File: config.mk
export PLATFORM = sky130hd
export DESIGN_NAME = stepper_wave_drive_positioner
export DESIGN_NICKNAME = d
export VERILOG_FILES = /design/src/design/swdp_pkg.sv /design/src/design/swdp_core.sv /design/src/design/stepper_wave_drive_positioner.sv
export SDC_FILE = /design/constraint.sdc
export NUM_CORES = 1
export LEC_CHECK = 0
export BUFFER_PORTS_ARGS = -buffer_cell sky130_fd_sc_hd__buf_2
export CORE_MARGIN = 4
export CORE_UTILIZATION = 59
export CTS_CLUSTER_DIAMETER = 80
export DETAILED_ROUTE_END_ITERATION = 8
export PLACE_DENSITY = 0.82
export SETUP_SLACK_MARGIN = 0.05
export SYNTH_ARGS = -nofsm -noshare
export SYNTH_HDL_FRONTEND = slang
export SYNTH_HIERARCHICAL = 1
export SYNTH_SLANG_ARGS = --single-unit
export TNS_END_PERCENT = 20
File: constraint.sdc
create_clock -name clk_i -period 6.15 [get_ports clk_i]
set_input_delay 0.3075 -clock clk_i [delete_from_list [all_inputs] [get_ports clk_i]]
set_output_delay 0.3075 -clock clk_i [all_outputs]
set_load 0.005 [all_outputs]
File: src/design/swdp_pkg.sv
// ----------------------------------------------------------------------------
// swdp_pkg
// Shared types and constants for the four-coil wave-drive stepper positioner.
// ----------------------------------------------------------------------------
package swdp_pkg;

  localparam int unsigned TimeW     = 32;
  localparam int unsigned PosW      = 16;
  localparam int unsigned IntervalW = 15;
  localparam int unsigned CoilN     = 4;
  localparam int unsigned PhaseW    = 2;

  // Stream payload widths, padded to whole bytes.
  localparam int unsigned InDataW   = 72;
  localparam int unsigned OutDataW  = 24;

  // Command carried on the input tuser bit.
  typedef enum logic {
    CMD_STEP = 1'b0,
    CMD_LOAD = 1'b1
  } swdp_cmd_e;

  // One input item after unpacking.
  typedef struct packed {
    swdp_cmd_e               cmd;
    logic [TimeW-1:0]        now_ms;
    logic signed [PosW-1:0]  target_position;
    logic                    auto_enable;
    logic                    manual_up;
    logic signed [PosW-1:0]  new_position;
  } swdp_item_t;

  // One result item.
  typedef struct packed {
    logic signed [PosW-1:0]  position;
    logic [CoilN-1:0]        coil_drive;
  } swdp_result_t;

endpackage

File: src/design/swdp_core.sv
// ----------------------------------------------------------------------------
// swdp_core
// Step decision and motor state: position, phase, coil pattern and the time
// of the last step. Computes the result of one item combinationally.
// ----------------------------------------------------------------------------
module swdp_core (
  input  logic                            clk_i,
  input  logic                            rst_ni,
  input  logic                            en_i,
  input  swdp_pkg::swdp_item_t            item_i,
  input  logic [swdp_pkg::IntervalW-1:0]  interval_i,
  output swdp_pkg::swdp_result_t          result_o
);
  import swdp_pkg::*;

  logic signed [PosW-1:0]  pos_q, pos_d;
  logic [TimeW-1:0]        last_q, last_d;
  logic [PhaseW-1:0]       phase_q, phase_d;
  logic [CoilN-1:0]        coil_q, coil_d;

  logic                    idle;
  logic                    up;
  logic                    step_due;
  logic [TimeW-1:0]        elapsed;
  logic [CoilN-1:0]        phase_bit;

  // Direction, idle detection and the interval check with wrapping time.
  assign idle      = item_i.auto_enable && (pos_q == item_i.target_position);
  assign up        = item_i.auto_enable ? !(pos_q > item_i.target_position)
                                        : item_i.manual_up;
  assign elapsed   = item_i.now_ms - last_q;
  assign step_due  = elapsed >= {{(TimeW-IntervalW){1'b0}}, interval_i};
  assign phase_bit = CoilN'(1) << phase_q;

  // Next state for this item.
  always_comb begin
    pos_d   = pos_q;
    last_d  = last_q;
    phase_d = phase_q;
    coil_d  = coil_q;
    case (item_i.cmd)
      CMD_LOAD: begin
        pos_d = item_i.new_position;
      end
      CMD_STEP: begin
        if (!idle) begin
          coil_d = coil_q | phase_bit;
          if (step_due) begin
            last_d  = item_i.now_ms;
            pos_d   = up ? pos_q + PosW'(1) : pos_q - PosW'(1);
            coil_d  = coil_q & ~phase_bit;
            phase_d = up ? phase_q - PhaseW'(1) : phase_q + PhaseW'(1);
          end
        end
      end
      default: begin
        pos_d = pos_q;
      end
    endcase
  end

  // Motor state registers.
  always_ff @(posedge clk_i or negedge rst_ni) begin
    if (!rst_ni) begin
      pos_q   <= '0;
      last_q  <= '0;
      phase_q <= '0;
      coil_q  <= '0;
    end else if (en_i) begin
      pos_q   <= pos_d;
      last_q  <= last_d;
      phase_q <= phase_d;
      coil_q  <= coil_d;
    end
  end

  assign result_o.position   = pos_d;
  assign result_o.coil_drive = coil_d;

  // A load never touches the coils or the phase.
  assert property (@(posedge clk_i) disable iff (!rst_ni)
    en_i && item_i.cmd == CMD_LOAD |=> $stable(phase_q) && $stable(coil_q))
    else $error("swdp_core: load changed phase or coils");

  // Wave drive: at most one coil is on at any time.
  assert property (@(posedge clk_i) disable iff (!rst_ni) $onehot0(coil_q))
    else $error("swdp_core: more than one coil on");

  // A phase move is always a step, which records the item's time.
  assert property (@(posedge clk_i) disable iff (!rst_ni)
    en_i && phase_d != phase_q |=> last_q == $past(item_i.now_ms))
    else $error("swdp_core: phase moved without recording step time");

endmodule

File: src/design/stepper_wave_drive_positioner.sv
// ----------------------------------------------------------------------------
// stepper_wave_drive_positioner
// Four-coil wave-drive stepper controller with auto and manual stepping.
// ----------------------------------------------------------------------------
//  Channel   Direction  Handshake              Contents
//  s_axis    in         tvalid/tready          step call or position load
//  m_axis    out        tvalid/tready          position and coil pattern
//  cfg       in         cfg_valid/cfg_ready    step_interval_ms
//
//  One item per cycle while the output is not stalled: an item waits in
//  the input register, and its result is computed and stored with the
//  motor state as the item advances into the result register.
//  Reset clears the motor state, the interval and both valid flags.
//  A stalled output holds its result; an empty input register still fills.
// ----------------------------------------------------------------------------
module stepper_wave_drive_positioner (
  input  logic                                clk_i,
  input  logic                                rst_ni,
  // tdata: now_ms[31:0], target_position[47:32], auto_enable[48],
  //        manual_up[49], new_position[65:50], zero [71:66]
  input  logic [swdp_pkg::InDataW-1:0]        s_axis_tdata,
  // tuser: cmd[0]
  input  logic                                s_axis_tuser,
  input  logic                                s_axis_tvalid,
  output logic                                s_axis_tready,
  // tdata: position[15:0], coil_drive[19:16], zero [23:20]
  output logic [swdp_pkg::OutDataW-1:0]       m_axis_tdata,
  output logic                                m_axis_tvalid,
  input  logic                                m_axis_tready,
  input  logic [swdp_pkg::IntervalW-1:0]      cfg_data_i,
  input  logic                                cfg_valid_i,
  output logic                                cfg_ready_o
);
  import swdp_pkg::*;

  swdp_item_t              item_q;
  logic                    in_valid_q;
  swdp_result_t            res_q;
  swdp_result_t            res;
  logic                    out_valid_q;
  logic [IntervalW-1:0]    interval_q;
  logic                    advance;
  logic                    in_xfer;

  assign advance       = in_valid_q && (!out_valid_q || m_axis_tready);
  assign s_axis_tready = !in_valid_q || advance;
  assign in_xfer       = s_axis_tvalid && s_axis_tready;
  assign cfg_ready_o   = 1'b1;

  // Interval register.
  always_ff @(posedge clk_i or negedge rst_ni) begin
    if (!rst_ni) begin
      interval_q <= '0;
    end else if (cfg_valid_i) begin
      interval_q <= cfg_data_i;
    end
  end

  // Input register valid flag.
  always_ff @(posedge clk_i or negedge rst_ni) begin
    if (!rst_ni) begin
      in_valid_q <= 1'b0;
    end else if (in_xfer) begin
      in_valid_q <= 1'b1;
    end else if (advance) begin
      in_valid_q <= 1'b0;
    end
  end

  // Input payload, unpacked on transfer.
  always_ff @(posedge clk_i) begin
    if (in_xfer) begin
      item_q.cmd             <= swdp_cmd_e'(s_axis_tuser);
      item_q.now_ms          <= s_axis_tdata[31:0];
      item_q.target_position <= s_axis_tdata[47:32];
      item_q.auto_enable     <= s_axis_tdata[48];
      item_q.manual_up       <= s_axis_tdata[49];
      item_q.new_position    <= s_axis_tdata[65:50];
    end
  end

  swdp_core u_core (
    .clk_i      (clk_i),
    .rst_ni     (rst_ni),
    .en_i       (advance),
    .item_i     (item_q),
    .interval_i (interval_q),
    .result_o   (res)
  );

  // Result register valid flag.
  always_ff @(posedge clk_i or negedge rst_ni) begin
    if (!rst_ni) begin
      out_valid_q <= 1'b0;
    end else if (advance) begin
      out_valid_q <= 1'b1;
    end else if (m_axis_tready) begin
      out_valid_q <= 1'b0;
    end
  end

  // Result payload.
  always_ff @(posedge clk_i) begin
    if (advance) begin
      res_q <= res;
    end
  end

  assign m_axis_tvalid = out_valid_q;
  assign m_axis_tdata  = {{(OutDataW-PosW-CoilN){1'b0}}, res_q.coil_drive, res_q.position};

endmodule
# Word-level counts from Yosys, hierarchy flattened
# Cells that the tools add are included.
# word_totals
in_bits	93
word_cells	53
out_inout_bits	27
ff_bits	158
# op_classes
n_addsub	5
reduce_logical	11
order_cmp	2
shift	1
bitwise_logic	5
mux	13
eq_ne	1
# ops
cell	n
$mux W16	3
$ge A32 B15 Y1	1
$pmux W16 S2	1
$sub A32 B32 Y32	1
$add A16 B2 Y16 const B	1
$eq A16 B16 Y1	1
$gt A16 B16 Y1	1
$sub A16 B2 Y16 const B	1
$mux W4	3
$mux W1	5
$and A4 B4 Y4	1
$not A4 Y4	1
$or A4 B4 Y4	1
$reduce_and A4 Y1	1
$reduce_bool A2 Y1	2
$shl A1 B2 Y4 const A	1
$logic_and A1 B1 Y1	3
$logic_not A1 Y1	3
$add A2 B1 Y2 const B	1
$logic_or A1 B1 Y1	2
$mux W2	1
$not A1 Y1	2
$sub A2 B1 Y2 const B	1

# Logic depth before layout (Yosys ltp)
# logic_depth
ltp_word	7
depth_mapped	24
ltp_nobuf	22

# Cells and area by module
# Netlist, hierarchy kept.
# by_module_without_submodules
module	n_inst	cells_per_inst	seq_area_each_um2	area_per_inst_um2
swdp_core	1	828	1351.3	6465.0
stepper_wave_drive_positioner	1	134	3037.9	3359.5

# Worst setup path before layout
# Ideal clock, no wire load.
# synth_path
kind	register to register
from	reg item_q[38] (netlist bit)
to	reg u_core.last_q[10]
stages_incl_launch_ff	21
slack_ps	905
t_arrival_ps	5118
n_path_buf	2
period_less_slack_ps	5245
setup_ps	127
required_ps	6023
path_cell_list	edfxtp_1 > ha_1 > a21oi_1 > and2_1 > a21oi_1 > a22oi_1 > nand2_1 > xor2_1 > ha_1 > a221o_1 > a31oi_1 > o31ai_1 > a21oi_1 > or4b_1 > or4_1 > or4_4 > nor4_4 > or2_1 > buf_4 > buf_6 > mux2_1
# synth_between
elab_chain_cells	3
# synth_lines
item	line_no	text
start, declared	stepper_wave_drive_positioner.sv:36	swdp_item_t item_q;
$sub A32 B32 Y32	swdp_core.sv:31	assign elapsed = item_i.now_ms - last_q;
$ge A32 B15 Y1	swdp_core.sv:32	assign step_due = elapsed >= {{(TimeW-IntervalW){1'b0}}, interval_i};
$reduce_and A4 Y1 (no source line)	n/a	
end signal, assigned	swdp_core.sv:71	last_q <= last_d;
end, declared	swdp_core.sv:17	logic [TimeW-1:0] last_q, last_d;
# Every way passes these cells.
# A chain may end at the register's enable or synchronous reset.

# Worst setup path in the final report
# layout_path
from	reg item_q[38] (netlist bit)
to	reg u_core.last_q[13]
# The elaborated chain is that of the path after synthesis.

==> results.json <==
{
  "yosys-top-cells-area": "edfxtp_1, dfrtp_1, ha_1",
  "power_leakage_nw": 4.76,
  "p_switching_mw": 1.34,
  "cts_max_level": 4,
  "overflow": 0,
  "netlist_instances": 962,
  "wl_per_cell_microns": 17.6,
  "syn_area_sq_um": 9820,
  "fin_worst_skew_ns": 0.0145,
  "drive_gt1_share_pct": 17.6,
  "worst-r2r-cell-count": 19,
  "crit_fanout": 19,
  "setup_viol_count_final": 0,
  "die_h_microns": 137,
  "critPathLaunchType": "register",
  "post_cts_buffers": 0,
  "hold_class": "in2reg",
  "grt_pass1_vias": 7677,
  "tightest_slew_ns": 0.959,
  "synth_top_area_cell": "edfxtp_1",
  "p_sw_share_pct": 35.2,
  "drc_errors": 0,
  "seq_area_frac_synth_pct": 44.7,
  "post-route-util_pct": 68.7,
  "clkPwrFrac_pct": 28.4,
  "gp_congestion": 0.886,
  "io_buffers": 108,
  "cp-end-kind": "register",
  "clock_path_buffers": 2,
  "crit_path_end": "u_core/last_q[13]",
  "place_ws_ns": 0.454,
  "routed_via_density": 6.11,
  "fillers": 1242,
  "timing.critical_path.from": "item_q[38]",
  "period_minus_slack_ns": 5.76,
  "tritoncts": "yes",
  "core_sq_um": 16100,
  "synth-async-reset-ratio_pct": 44.9,
  "arrival_ns": 6.06,
  "finalMaxSlewViolations": 0,
  "start_util_pct": 61.0,
  "combPwrFrac_pct": 34.5,
  "syn_to_final_growth_pct": 12.7,
  "fin_nets": 1214,
  "worstReg2RegStart": "item_q[38]",
  "drt_wl_total_mm": 22.7,
  "boundaryPins": 120,
  "slew_headroom_pct": 36.0,
  "routed.top_layer": "met4",
  "synth_edf_count": 87,
  "cts_hold_buf": 0,
  "ant_nets": 0,
  "post_synth.cell_area_avg_sq_um": 10.2,
  "grtUsageTotal_pct": 25.1,
  "power.internal_mw": 2.46,
  "hold_viol": 0,
  "grt_max_degree": 72,
  "grt_pass1_wl_mm": 37.4,
  "vias": 7863,
  "power_density_nw_per_um2": 343,
  "synth-main-ff-cell": "edfxtp_1",
  "yosysUniqueCellTypes": 79,
  "seq_power_share_pct": 37.1,
  "finalCritPeriodShare_pct": 93.7,
  "cts-resized-gates": 0,
  "max_freq_mhz": 174,
  "setup_ws_ns": 0.390,
  "final_common_cell": "buf_2",
  "r2r_setup_slack_ns": 0.39,
  "worst-setup-path-type": "reg2reg",
  "antenna_found_initial": 0,
  "num_rows": 46,
  "synth_top_area_share_pct": 26.6,
  "status": "finished, final reports clean",
  "cts_buffers": 17,
  "ys_warn_count": 6,
  "final_cell_mix": "buf_2, edfxtp_1, inv_1",
  "wl_met2_mm": 10.5,
  "clk_pin_slew_worst_paths_ns": 0.07,
  "synth-seq-cells": 158,
  "antennaDiodeCount": 0,
  "drt_iter0_markers": 712,
  "rr_endpoint": "u_core/last_q[13]",
  "route.met3.wl_mm": 1.68,
  "clock_latency_ns": 0.43,
  "fp.dieArea_sq_um": 18800,
  "drtPass1Iterations": 5,
  "dpl.hpwl_mm": 16.0,
  "finalSetupTns_ns": 0,
  "cp.required_ns": 6.45,
  "rsz0062_at_grt": "no",
  "ir_drop_mv": 0.226,
  "root_buffer": "clkbuf_16",
  "drv_cap": 0,
  "die_x_microns": 137,
  "cts.sinks": 158,
  "wl_met1_mm": 10.1
}
==> metal layers <==
layer	vias up	GRT usage, %
met2	320	39.5
li1	3756	-
met4	0	8.04
met5	-	0
met1	3754	35.2
met3	33	4.89
==> cell type report <==
class | instances | area [sq um] | share of cell area, %
Tap cell | 216 | 270 | 2.44
Multi-Input combinational cell | 684 | 4900 | 44.3
Timing Repair Buffer | 118 | 616 | 5.56
Clock inverter | 12 | 161 | 1.46
Inverter | 78 | 293 | 2.65
Sequential cell | 158 | 4390 | 39.7
Clock buffer | 20 | 437 | 3.95
==> cell usage after synthesis, drive strengths merged, types with 7 or more instances <==
library cell	n
a211oi	18
a21o	17
a21oi	40
a31oi	18
and2	12
and3	10
buf	21
clkbuf	24
dfrtp	71
edfxtp	87
ha	63
inv	78
mux2	55
mux2i	8
nand2	71
nand2b	10
nand3	29
nand4	7
nor2	61
nor3	26
nor4	7
o211ai	12
o21a	15
o21ai	45
o31ai	8
or3	18
or4	11
xnor2	11
xor2	12
==> registers in the layout (all words and copies together), names as in the netlist <==
| name | flops |
|---|---|
| interval_q | 15 |
| u_core/coil_q | 4 |
| u_core/phase_q | 2 |
| item_q | 67 |
| u_core/last_q | 32 |
| m_axis_tdata | 20 |
| m_axis_tvalid | 1 |
| in_valid_q | 1 |
| u_core/pos_q | 16 |
==> worst min path at each step <==
| stage | startpoint | to | slack (ns) | cells past startpoint |
|---|---|---|---|---|
| 6_report | s_axis_tdata[55] | item_q[5] | 0.05 | 1 |
| 5_1_grt | s_axis_tdata[38] | item_q[24] | 0.03 | 1 |
| 4_1_cts | s_axis_tdata[56] | item_q[6] | 0.03 | 1 |
| 3_5_place_dp | u_core/last_q[15] | u_core/last_q[15] | 0.48 | 1 |
| 3_3_place_gp | in_valid_q | m_axis_tvalid | 0.47 | 1 |
| 2_1_floorplan | rst_ni | in_valid_q | 0.01 | 0 |
==> through the flow <==
step / instance area [sq um] / hold WS [ns] / instances / power [mW]
floorplan: 9840 / 0.0119 / 965 / 2.36
finish: 11100 / 0.0459 / 1286 / 3.80
detailed placement: 10500 / 0.481 / 1254 / 2.70
global route: 11100 / 0.0322 / 1286 / 4.04
global placement: 10500 / 0.472 / 1254 / 2.65
CTS: 11100 / 0.0346 / 1286 / 3.79
==> critical path, cell delays in order (launching register included) <==
cell,delay (ns)
edfxtp_1,0.42
ha_1,0.38
a21oi_1,0.23
and2_1,0.24
a21oi_1,0.14
a22oi_1,0.25
nand2_1,0.11
xor2_1,0.17
ha_1,0.31
a221o_1,0.36
a31oi_1,0.15
o31ai_1,0.11
a21oi_1,0.21
or4b_1,0.45
or4_1,0.51
or4_4,0.55
nor4_4,0.23
or2_1,0.17
buf_4,0.29
mux2_1,0.37
==> cells by family after synthesis <==
logic type                 count (synthesis)  synth area share, %
and+or+nand+nor                          293                 15.4
AOI/OAI and AO/OA                        236                 16.5
DFF                                      158                 44.7
buffers and inverters                    123                 5.57
adders and majority gates                 64                 8.23
muxes                                     63                 7.50
xor gates and xnor gates                  23                 2.05
other                                      2               0.0764
==> power by group through the flow <==
stage / registers [mW] / clock network [mW] / logic, mW
4_1_cts: 1.40 / 1.10 / 1.29
6_report: 1.41 / 1.08 / 1.31
2_1_floorplan: 1.36 / 0 / 0.999
5_1_grt: 1.43 / 1.14 / 1.46
3_3_place_gp: 1.42 / 0 / 1.23
3_5_place_dp: 1.42 / 0 / 1.28
Note: power is estimated with default switching activity, not from simulation.
